`src/hdl/lppe_pkg.sv`:
```
// ----------------------------------------------------------------------------
// lppe_pkg
// Shared constants and controller/datapath interface types for the LED pixel
// pulse encoder.
// ----------------------------------------------------------------------------
package lppe_pkg;

    localparam int PIXEL_BITS  = 24;
    localparam int WORD_BITS   = 32;
    localparam int EXT_BITS    = 2 * WORD_BITS;

    localparam int FILL_W      = $clog2(WORD_BITS);
    localparam int SUM_W       = FILL_W + 1;
    localparam int SHIFT_W     = $clog2(EXT_BITS) + 1;
    localparam int BIT_IDX_W   = $clog2(PIXEL_BITS);
    localparam int LEN_W       = 5;
    localparam int RSTW_W      = 6;

    localparam int IN_TDATA_W  = ((PIXEL_BITS + 7) / 8) * 8;
    localparam int OUT_TDATA_W = ((WORD_BITS + 7) / 8) * 8;

    localparam int CFG_IDX_W   = 2;
    localparam int CFG_DATA_W  = 6;

    localparam logic [CFG_IDX_W-1:0] REG_LONG_BITS   = 2'd0;
    localparam logic [CFG_IDX_W-1:0] REG_SHORT_BITS  = 2'd1;
    localparam logic [CFG_IDX_W-1:0] REG_RESET_WORDS = 2'd2;

    localparam logic [LEN_W-1:0]  LONG_BITS_RST   = 5'd9;
    localparam logic [LEN_W-1:0]  SHORT_BITS_RST  = 5'd4;
    localparam logic [RSTW_W-1:0] RESET_WORDS_RST = 6'd32;

    localparam logic ACTION_PIXEL = 1'b0;
    localparam logic ACTION_RESET = 1'b1;

    typedef enum logic [2:0] {
        OP_NONE,
        OP_SEG,
        OP_FLUSH,
        OP_ZERO,
        OP_FINAL
    } dp_op_t;

    typedef struct packed {
        logic   load;
        dp_op_t op;
        logic   phase;   // 0: first part of the pulse, 1: second part
    } dp_cmd_t;

    typedef struct packed {
        logic step_ok;
        logic filled_nz;
    } dp_stat_t;

endpackage

```
`src/hdl/led_pixel_pulse_encoder_core.sv`:
```
// ----------------------------------------------------------------------------
// led_pixel_pulse_encoder_core
// Turns pixel words into packed serial pulse slots, with reset/flush requests.
//
//   channel  dir  handshake                payload
//   s_*      in   s_tvalid / s_tready      tdata: pixel; tuser: action
//   m_*      out  m_tvalid / m_tready      tdata: word; tlast: last
//   cfg_*    in   cfg_valid / cfg_ready    cfg_index, cfg_data
//
// A pixel request steps through accept, one pulse part per cycle in the single
// slot packer while the output does not stall it, and a tlast step.
// A reset request steps through accept, flush or skip, one step per zero word,
// end check and tlast step, plus any output stall.
// Each word is held one step so the last word of a request can carry tlast.
// A stalled m_tready stalls the packer only when a new word must move out.
// rst_n clears the pending word and loads the timing register defaults.
// ----------------------------------------------------------------------------
module led_pixel_pulse_encoder_core
(
    input  logic                               clk,
    input  logic                               rst_n,
    input  logic                               s_tvalid,
    output logic                               s_tready,
    input  logic [lppe_pkg::IN_TDATA_W-1:0]    s_tdata,   // [23:0] pixel
    input  logic                               s_tuser,   // [0] action
    output logic                               m_tvalid,
    input  logic                               m_tready,
    output logic [lppe_pkg::OUT_TDATA_W-1:0]   m_tdata,   // [31:0] word
    output logic                               m_tlast,
    input  logic                               cfg_valid,
    output logic                               cfg_ready,
    input  logic [lppe_pkg::CFG_IDX_W-1:0]     cfg_index,
    input  logic [lppe_pkg::CFG_DATA_W-1:0]    cfg_data
);

    logic [lppe_pkg::LEN_W-1:0]  long_bits;
    logic [lppe_pkg::LEN_W-1:0]  short_bits;
    logic [lppe_pkg::RSTW_W-1:0] reset_words;
    lppe_pkg::dp_cmd_t           cmd;
    lppe_pkg::dp_stat_t          stat;

    lppe_cfg u_cfg
    (
        .clk         (clk),
        .rst_n       (rst_n),
        .cfg_valid   (cfg_valid),
        .cfg_ready   (cfg_ready),
        .cfg_index   (cfg_index),
        .cfg_data    (cfg_data),
        .long_bits   (long_bits),
        .short_bits  (short_bits),
        .reset_words (reset_words)
    );

    lppe_ctrl u_ctrl
    (
        .clk         (clk),
        .rst_n       (rst_n),
        .in_valid    (s_tvalid),
        .in_ready    (s_tready),
        .in_action   (s_tuser),
        .reset_words (reset_words),
        .stat        (stat),
        .cmd         (cmd)
    );

    lppe_dp u_dp
    (
        .clk         (clk),
        .rst_n       (rst_n),
        .cmd         (cmd),
        .stat        (stat),
        .pixel_in    (s_tdata[lppe_pkg::PIXEL_BITS-1:0]),
        .long_bits   (long_bits),
        .short_bits  (short_bits),
        .out_valid   (m_tvalid),
        .out_ready   (m_tready),
        .out_word    (m_tdata[lppe_pkg::WORD_BITS-1:0]),
        .out_last    (m_tlast)
    );

endmodule

```
`src/hdl/lppe_cfg.sv`:
```
// ----------------------------------------------------------------------------
// lppe_cfg
// Timing register file: pulse part lengths and reset word count.
// ----------------------------------------------------------------------------
module lppe_cfg
(
    input  logic                             clk,
    input  logic                             rst_n,
    input  logic                             cfg_valid,
    output logic                             cfg_ready,
    input  logic [lppe_pkg::CFG_IDX_W-1:0]   cfg_index,
    input  logic [lppe_pkg::CFG_DATA_W-1:0]  cfg_data,
    output logic [lppe_pkg::LEN_W-1:0]       long_bits,
    output logic [lppe_pkg::LEN_W-1:0]       short_bits,
    output logic [lppe_pkg::RSTW_W-1:0]      reset_words
);

    logic [lppe_pkg::LEN_W-1:0]  long_bits_reg;
    logic [lppe_pkg::LEN_W-1:0]  short_bits_reg;
    logic [lppe_pkg::RSTW_W-1:0] reset_words_reg;

    assign cfg_ready   = 1'b1;
    assign long_bits   = long_bits_reg;
    assign short_bits  = short_bits_reg;
    assign reset_words = reset_words_reg;

    always_ff @(posedge clk or negedge rst_n)
    begin
        if (!rst_n)
        begin
            long_bits_reg   <= lppe_pkg::LONG_BITS_RST;
            short_bits_reg  <= lppe_pkg::SHORT_BITS_RST;
            reset_words_reg <= lppe_pkg::RESET_WORDS_RST;
        end
        else if (cfg_valid)
        begin
            unique case (cfg_index)
                lppe_pkg::REG_LONG_BITS:
                    long_bits_reg <= cfg_data[lppe_pkg::LEN_W-1:0];
                lppe_pkg::REG_SHORT_BITS:
                    short_bits_reg <= cfg_data[lppe_pkg::LEN_W-1:0];
                lppe_pkg::REG_RESET_WORDS:
                    reset_words_reg <= cfg_data[lppe_pkg::RSTW_W-1:0];
                default:
                    ;
            endcase
        end
    end

endmodule

```
`src/hdl/lppe_dp.sv`:
```
// ----------------------------------------------------------------------------
// lppe_dp
// Slot packer: pending word, one-word hold for end-of-item marking, and the
// output register.
// ----------------------------------------------------------------------------
module lppe_dp
(
    input  logic                               clk,
    input  logic                               rst_n,
    input  lppe_pkg::dp_cmd_t                  cmd,
    output lppe_pkg::dp_stat_t                 stat,
    input  logic [lppe_pkg::PIXEL_BITS-1:0]    pixel_in,
    input  logic [lppe_pkg::LEN_W-1:0]         long_bits,
    input  logic [lppe_pkg::LEN_W-1:0]         short_bits,
    output logic                               out_valid,
    input  logic                               out_ready,
    output logic [lppe_pkg::WORD_BITS-1:0]     out_word,
    output logic                               out_last
);

    localparam int WB = lppe_pkg::WORD_BITS;
    localparam int EB = lppe_pkg::EXT_BITS;

    logic [lppe_pkg::PIXEL_BITS-1:0] pix_reg,      pix_next;
    logic [WB-1:0]                   pending_reg,  pending_next;
    logic [lppe_pkg::FILL_W-1:0]     filled_reg,   filled_next;
    logic [WB-1:0]                   hold_reg,     hold_next;
    logic                            hold_v_reg,   hold_v_next;
    logic [WB-1:0]                   out_word_reg, out_word_next;
    logic                            out_last_reg, out_last_next;
    logic                            out_v_reg,    out_v_next;

    logic                            cur_bit;
    logic                            seg_level;
    logic [lppe_pkg::LEN_W-1:0]      seg_cnt;
    logic [lppe_pkg::SUM_W-1:0]      sum;
    logic                            completes;
    logic [EB-1:0]                   ones;
    logic [lppe_pkg::SHIFT_W-1:0]    sh;
    logic [EB-1:0]                   ext;
    logic                            out_free;
    logic                            step_ok;
    logic                            produce;
    logic [WB-1:0]                   new_word;

    // first part of every pulse is high, second part low
    assign cur_bit   = pix_reg[lppe_pkg::PIXEL_BITS-1];
    assign seg_level = ~cmd.phase;
    assign seg_cnt   = (cur_bit ^ cmd.phase) ? long_bits : short_bits;
    assign sum       = lppe_pkg::SUM_W'(filled_reg) + lppe_pkg::SUM_W'(seg_cnt);
    assign completes = (sum >= lppe_pkg::SUM_W'(WB));

    // run of seg_cnt ones placed right after the filled slots
    assign ones = ~({EB{1'b1}} << seg_cnt);
    assign sh   = lppe_pkg::SHIFT_W'(EB) - lppe_pkg::SHIFT_W'(filled_reg)
                  - lppe_pkg::SHIFT_W'(seg_cnt);
    assign ext  = {pending_reg, {WB{1'b0}}} | (seg_level ? (ones << sh) : {EB{1'b0}});

    assign out_free = !out_v_reg || out_ready;

    always_comb
    begin
        pix_next      = pix_reg;
        pending_next  = pending_reg;
        filled_next   = filled_reg;
        hold_next     = hold_reg;
        hold_v_next   = hold_v_reg;
        out_word_next = out_word_reg;
        out_last_next = out_last_reg;
        out_v_next    = out_v_reg && !out_ready;
        step_ok       = 1'b0;
        produce       = 1'b0;
        new_word      = '0;

        if (cmd.load)
            pix_next = pixel_in;

        unique case (cmd.op)
            lppe_pkg::OP_SEG:
            begin
                step_ok = !completes || !hold_v_reg || out_free;
                if (step_ok)
                begin
                    if (completes)
                    begin
                        produce      = 1'b1;
                        new_word     = ext[EB-1:WB];
                        pending_next = ext[WB-1:0];
                        filled_next  = lppe_pkg::FILL_W'(sum - lppe_pkg::SUM_W'(WB));
                    end
                    else
                    begin
                        pending_next = ext[EB-1:WB];
                        filled_next  = sum[lppe_pkg::FILL_W-1:0];
                    end
                    if (cmd.phase)
                        pix_next = {pix_reg[lppe_pkg::PIXEL_BITS-2:0], 1'b0};
                end
            end
            lppe_pkg::OP_FLUSH:
            begin
                step_ok = !hold_v_reg || out_free;
                if (step_ok)
                begin
                    produce      = 1'b1;
                    new_word     = pending_reg;
                    pending_next = '0;
                    filled_next  = '0;
                end
            end
            lppe_pkg::OP_ZERO:
            begin
                step_ok = !hold_v_reg || out_free;
                produce = step_ok;
            end
            lppe_pkg::OP_FINAL:
            begin
                step_ok = !hold_v_reg || out_free;
                if (hold_v_reg && out_free)
                begin
                    out_word_next = hold_reg;
                    out_last_next = 1'b1;
                    out_v_next    = 1'b1;
                    hold_v_next   = 1'b0;
                end
            end
            lppe_pkg::OP_NONE:
                ;
            default:
                ;
        endcase

        // the held word goes out unmarked once a later word exists
        if (produce)
        begin
            if (hold_v_reg)
            begin
                out_word_next = hold_reg;
                out_last_next = 1'b0;
                out_v_next    = 1'b1;
            end
            hold_next   = new_word;
            hold_v_next = 1'b1;
        end
    end

    always_ff @(posedge clk or negedge rst_n)
    begin
        if (!rst_n)
        begin
            pending_reg <= '0;
            filled_reg  <= '0;
            hold_v_reg  <= 1'b0;
            out_v_reg   <= 1'b0;
        end
        else
        begin
            pending_reg <= pending_next;
            filled_reg  <= filled_next;
            hold_v_reg  <= hold_v_next;
            out_v_reg   <= out_v_next;
        end
    end

    always_ff @(posedge clk)
    begin
        pix_reg      <= pix_next;
        hold_reg     <= hold_next;
        out_word_reg <= out_word_next;
        out_last_reg <= out_last_next;
    end

    assign stat.step_ok   = step_ok;
    assign stat.filled_nz = (filled_reg != '0);
    assign out_valid      = out_v_reg;
    assign out_word       = out_word_reg;
    assign out_last       = out_last_reg;

endmodule

```
`src/hdl/lppe_ctrl.sv`:
```
// ----------------------------------------------------------------------------
// lppe_ctrl
// Sequencer: walks pixel bits and pulse parts, or flush and reset words,
// one datapath step per cycle unless an output stall holds the step.
// ----------------------------------------------------------------------------
module lppe_ctrl
(
    input  logic                            clk,
    input  logic                            rst_n,
    input  logic                            in_valid,
    output logic                            in_ready,
    input  logic                            in_action,
    input  logic [lppe_pkg::RSTW_W-1:0]     reset_words,
    input  lppe_pkg::dp_stat_t              stat,
    output lppe_pkg::dp_cmd_t               cmd
);

    typedef enum logic [2:0] {
        S_IDLE,
        S_PIX,
        S_FLUSH,
        S_ZERO,
        S_LAST
    } state_t;

    state_t                            state_reg, state_next;
    logic [lppe_pkg::BIT_IDX_W-1:0]    bit_cnt_reg, bit_cnt_next;
    logic                              phase_reg, phase_next;
    logic [lppe_pkg::RSTW_W-1:0]       zero_cnt_reg, zero_cnt_next;

    assign in_ready = (state_reg == S_IDLE);

    always_comb
    begin
        state_next    = state_reg;
        bit_cnt_next  = bit_cnt_reg;
        phase_next    = phase_reg;
        zero_cnt_next = zero_cnt_reg;
        cmd.load      = 1'b0;
        cmd.op        = lppe_pkg::OP_NONE;
        cmd.phase     = phase_reg;

        unique case (state_reg)
            S_IDLE:
            begin
                if (in_valid)
                begin
                    cmd.load = 1'b1;
                    if (in_action == lppe_pkg::ACTION_RESET)
                    begin
                        zero_cnt_next = reset_words;
                        state_next    = S_FLUSH;
                    end
                    else
                    begin
                        bit_cnt_next = lppe_pkg::BIT_IDX_W'(lppe_pkg::PIXEL_BITS - 1);
                        phase_next   = 1'b0;
                        state_next   = S_PIX;
                    end
                end
            end
            S_PIX:
            begin
                cmd.op = lppe_pkg::OP_SEG;
                if (stat.step_ok)
                begin
                    phase_next = ~phase_reg;
                    if (phase_reg)
                    begin
                        bit_cnt_next = bit_cnt_reg - 1'b1;
                        if (bit_cnt_reg == '0)
                            state_next = S_LAST;
                    end
                end
            end
            S_FLUSH:
            begin
                if (stat.filled_nz)
                begin
                    cmd.op = lppe_pkg::OP_FLUSH;
                    if (stat.step_ok)
                        state_next = S_ZERO;
                end
                else
                    state_next = S_ZERO;
            end
            S_ZERO:
            begin
                if (zero_cnt_reg == '0)
                    state_next = S_LAST;
                else
                begin
                    cmd.op = lppe_pkg::OP_ZERO;
                    if (stat.step_ok)
                        zero_cnt_next = zero_cnt_reg - 1'b1;
                end
            end
            S_LAST:
            begin
                cmd.op = lppe_pkg::OP_FINAL;
                if (stat.step_ok)
                    state_next = S_IDLE;
            end
            default:
                state_next = S_IDLE;
        endcase
    end

    always_ff @(posedge clk or negedge rst_n)
    begin
        if (!rst_n)
        begin
            state_reg    <= S_IDLE;
            bit_cnt_reg  <= '0;
            phase_reg    <= 1'b0;
            zero_cnt_reg <= '0;
        end
        else
        begin
            state_reg    <= state_next;
            bit_cnt_reg  <= bit_cnt_next;
            phase_reg    <= phase_next;
            zero_cnt_reg <= zero_cnt_next;
        end
    end

endmodule

```
`config.mk`:
```
export PLATFORM = sky130hd
export DESIGN_NAME = led_pixel_pulse_encoder_core
export DESIGN_NICKNAME = d
export VERILOG_FILES = /design/src/hdl/lppe_pkg.sv /design/src/hdl/led_pixel_pulse_encoder_core.sv /design/src/hdl/lppe_cfg.sv /design/src/hdl/lppe_dp.sv /design/src/hdl/lppe_ctrl.sv
export SDC_FILE = /design/constraint.sdc
export NUM_CORES = 1
export LEC_CHECK = 0
export ABC_AREA = 0
export BUFFER_PORTS_ARGS = -buffer_cell sky130_fd_sc_hd__buf_2
export CAP_MARGIN = 10
export CORE_ASPECT_RATIO = 0.7
export CORE_UTILIZATION = 49
export DETAILED_ROUTE_END_ITERATION = 8
export GPL_ROUTABILITY_DRIVEN = 0
export PLACE_DENSITY_LB_ADDON = 0.05
export SETUP_SLACK_MARGIN = 0.1
export SLEW_MARGIN = 20
export SYNTH_ARGS = -nofsm -noshare
export SYNTH_HDL_FRONTEND = slang
export SYNTH_SLANG_ARGS = --single-unit
```
`constraint.sdc`:
```
create_clock -name clk -period 5.5 [get_ports clk]
set_input_delay 0.825 -clock clk [delete_from_list [all_inputs] [get_ports clk]]
set_output_delay 0.825 -clock clk [all_outputs]
set_load 0.02 [all_outputs]
```
==> impl_results.md <==
* Detailed-router iteration count before antenna repair at 6
* Number of core rows at 43
* Critical path required time at 5.68 ns
* Max Transition Viols Final at 0
* I/O Buffers at 72
* Gate count of the mapped netlist at 1139
* Post-synthesis async set-or-reset flop share at 44.0%
* Max transition margin at 34.0%
* Final net count at 1254
* Layout cell share with drive strength beyond 1 at 18.2%
* Measured slew at the worst slew-check pin at 0.989 ns
* Boundary Pins at 74
* Aggregate global-route resource usage at 31.0%
* Clock transition at the registers of the reported paths at 0.07 ns
* Setup repair after global routing missed its margin: yes
* TritonCTS clock tree: done
* Mapped cell area at 10200 sq um
* Startpoint Class: register
* Vias in the first global route at 8730
* Final critical-path share of the clock period at 92.4%
* Area leader, netlist: sky130_fd_sc_hd__edfxtp_1
* Avg Synthesized Cell Area at 8.98 sq um
* Clock buffer count from CTS at 17
* Flip-flop and latch count after synthesis at 159
* Type of the most critical hold path: register to register
* Crit path max fanout at 33
* Diode count at 0
* Routed len/inst at 21.7 microns
* Width of the die at 175 microns
* DR DRC count at 0
* CTS H-tree depth at 4
* Number of distinct standard cells referenced by the synthesized netlist at 88
* Cell types with the largest area share after synthesis: sky130_fd_sc_hd__edfxtp_1, sky130_fd_sc_hd__dfrtp_1, sky130_fd_sc_hd__nand2_1
* Remaining global-route overflow at 0
* Main synth FF type: sky130_fd_sc_hd__dfrtp_1
* Clk Tree Root Cell: sky130_fd_sc_hd__clkbuf_16
* Cell-by-cell listing of the critical path: xor2_4 -> mux2_2 -> ha_1 -> inv_1 -> ha_1 -> fa_1 -> xnor2_1 -> xnor2_2 -> buf_4 -> o21ai_0 -> o31ai_1 -> mux2_2 -> o22ai_1 -> a22o_1
* Hold Fails Final Rpt at 0
* Delay of the slowest cell on the worst path at 0.64 ns
* Routed vias at 9562
* Total wirelength of the detailed-routed design at 32.1 mm
* Arrival time worst endpoint at 5.27 ns
* Wire length of the first global-routing pass at 50.3 mm
* Initial Util at 50.9%
* Clock tree skew after final layout at 0.0151 ns
* Number of enable-type register cells in the synthesized netlist at 65
* Clock sink total at 159
* Clock insertion delay at the later pin of the skew report at 0.44 ns
* Min Hold Slack at 0.476 ns
* Setup crit end kind: register
* Category of the critical setup timing path: register to register
* Via/cell ratio at 6.45
* Clock buffer depth at 2
* Final HPWL from detailed placement at 23.5 mm
* Share of the synthesized area in the top cell type at 19.1%
* Timing-limited maximum frequency at 197 MHz
* Post-synth top cells: sky130_fd_sc_hd__nand2_1, sky130_fd_sc_hd__nor2_1, sky130_fd_sc_hd__o21ai_0, sky130_fd_sc_hd__dfrtp_1, sky130_fd_sc_hd__edfxtp_1
* Number of nets produced by synthesis at 1194
* Final core occ at 57.8%
* Aggregate negative setup slack at 0 ns
* Floorplan core area at 20100 sq um
* Die Footprint at 21500 sq um
* First DRT Iteration DRCs at 1197
* Antenna violations before repair at 0
* Setup-failing EPs final at 0
* CP max-delay cell: sky130_fd_sc_hd__dfrtp_1
* Result of the run: finished, final reports clean
* Height of the die at 123 microns
* Most frequent cell after synthesis: sky130_fd_sc_hd__nand2_1
* Warning count from the yosys run at 0
* Final critical-path required period at 5.08 ns
* Maxcap violations at 0
* Sequential cell area fraction in the yosys report at 40.9%
* Maximum number of pins on one net before global-route repair at 71
* Syn-to-layout area delta at 13.6%
* Antenna Violating Nets Remaining at 0
-- final cells by class --
type	count	area (sq um)
Multi-Input combinational cell	872	5650
Clock inverter	14	165
Timing Repair Buffer	121	743
Fill cell	1803	8500
Tap cell	270	338
Inverter	28	105
Sequential cell	159	4190
Clock buffer	18	429
-- worst max-delay path, delay by kind of cell (launching register included) --
family / cells / cell delay (ns)
AO/OA/AOI/OAI: 4 / 0.72
XOR/XNOR: 3 / 1.19
flip-flops: 1 / 0.64
buffers and inverters: 2 / 0.47
adder cells (fa/ha/maj): 3 / 1.07
multiplexers: 2 / 0.75
-- timing repair --
item                                    4_1_cts  5_1_grt
endpoints found under the setup margin        0        1
setup buffers                                 0        0
hold buffers                                  0        0
resized for setup                             0        1
-- placed cells by master, fill, tap and decap left out, drive strengths merged, types with 6 or more instances in the layout --
cell type / count
nand2: 148
buf: 121
nor2: 104
o21ai: 72
dfrtp: 66
edfxtp: 65
a21oi: 62
and2: 38
mux2i: 36
mux2: 35
inv: 34
nor3: 33
a31oi: 31
nand3: 26
dfxtp: 24
a22oi: 19
clkbuf: 18
a221o: 16
o22ai: 15
ha: 15
a22o: 13
a21o: 12
o211ai: 12
nand4: 11
o31ai: 11
or3: 9
or2: 8
a211oi: 8
a221oi: 8
nor4: 8
o221ai: 7
o21a: 7
a2bb2oi: 7
o2bb2ai: 6
clkinv: 6
xnor2: 6
-- per-stage QoR --
step | setup slack (ns) | std cells | instance area, sq um
final | 0.417 | 1482 | 11600
after global routing | 0.0867 | 1482 | 11600
after CTS | 0.409 | 1482 | 11600
after detailed placement | 0.455 | 1450 | 11000
after global placement | 0.628 | 1450 | 11000
after floorplan | 1.01 | 1139 | 10200
-- layer usage --
| layer | track usage [%] | up-vias | share of wire [%] |
|---|---|---|---|
| met5 | 0 | - | 0 |
| met4 | 7.93 | 0 | 1.7 |
| met3 | 11.7 | 53 | 13 |
| met2 | 41.2 | 546 | 38 |
| met1 | 46.4 | 4565 | 47 |
| li1 | - | 4398 | - |
-- logic make-up (layout without fill, tap and decap cells) --
group	Yosys count	count (layout)	synth area share, %
and+or+nand+nor	410	410	18.8
AOI/OAI and AO/OA	360	360	24.6
DFF	159	159	40.9
buffers and inverters	108	181	4.40
muxes	71	71	7.41
adders and majority gates	19	19	2.42
xor gates and xnor gates	11	11	1.38
other	1	1	0.0366
-- final timing paths --
check                                 startpoint  slack (ns)  cells after the start                     end
worst max-delay path            u_ctrl.phase_reg        0.42                     14        u_dp.hold_reg[4]
worst min-delay path            u_dp.pix_reg[18]        0.48                      2        u_dp.pix_reg[18]
worst max register to register  u_ctrl.phase_reg        0.42                     14        u_dp.hold_reg[4]
worst min register to register  u_dp.pix_reg[18]        0.48                      2        u_dp.pix_reg[18]
max in group asynchronous                  rst_n        4.31                      1    u_dp.pending_reg[10]
min in group asynchronous                  rst_n        0.54                      1  u_ctrl.zero_cnt_reg[1]
Power is not shown: default switching activity piles up to over one toggle a cycle in this logic, so the estimate is an artifact.
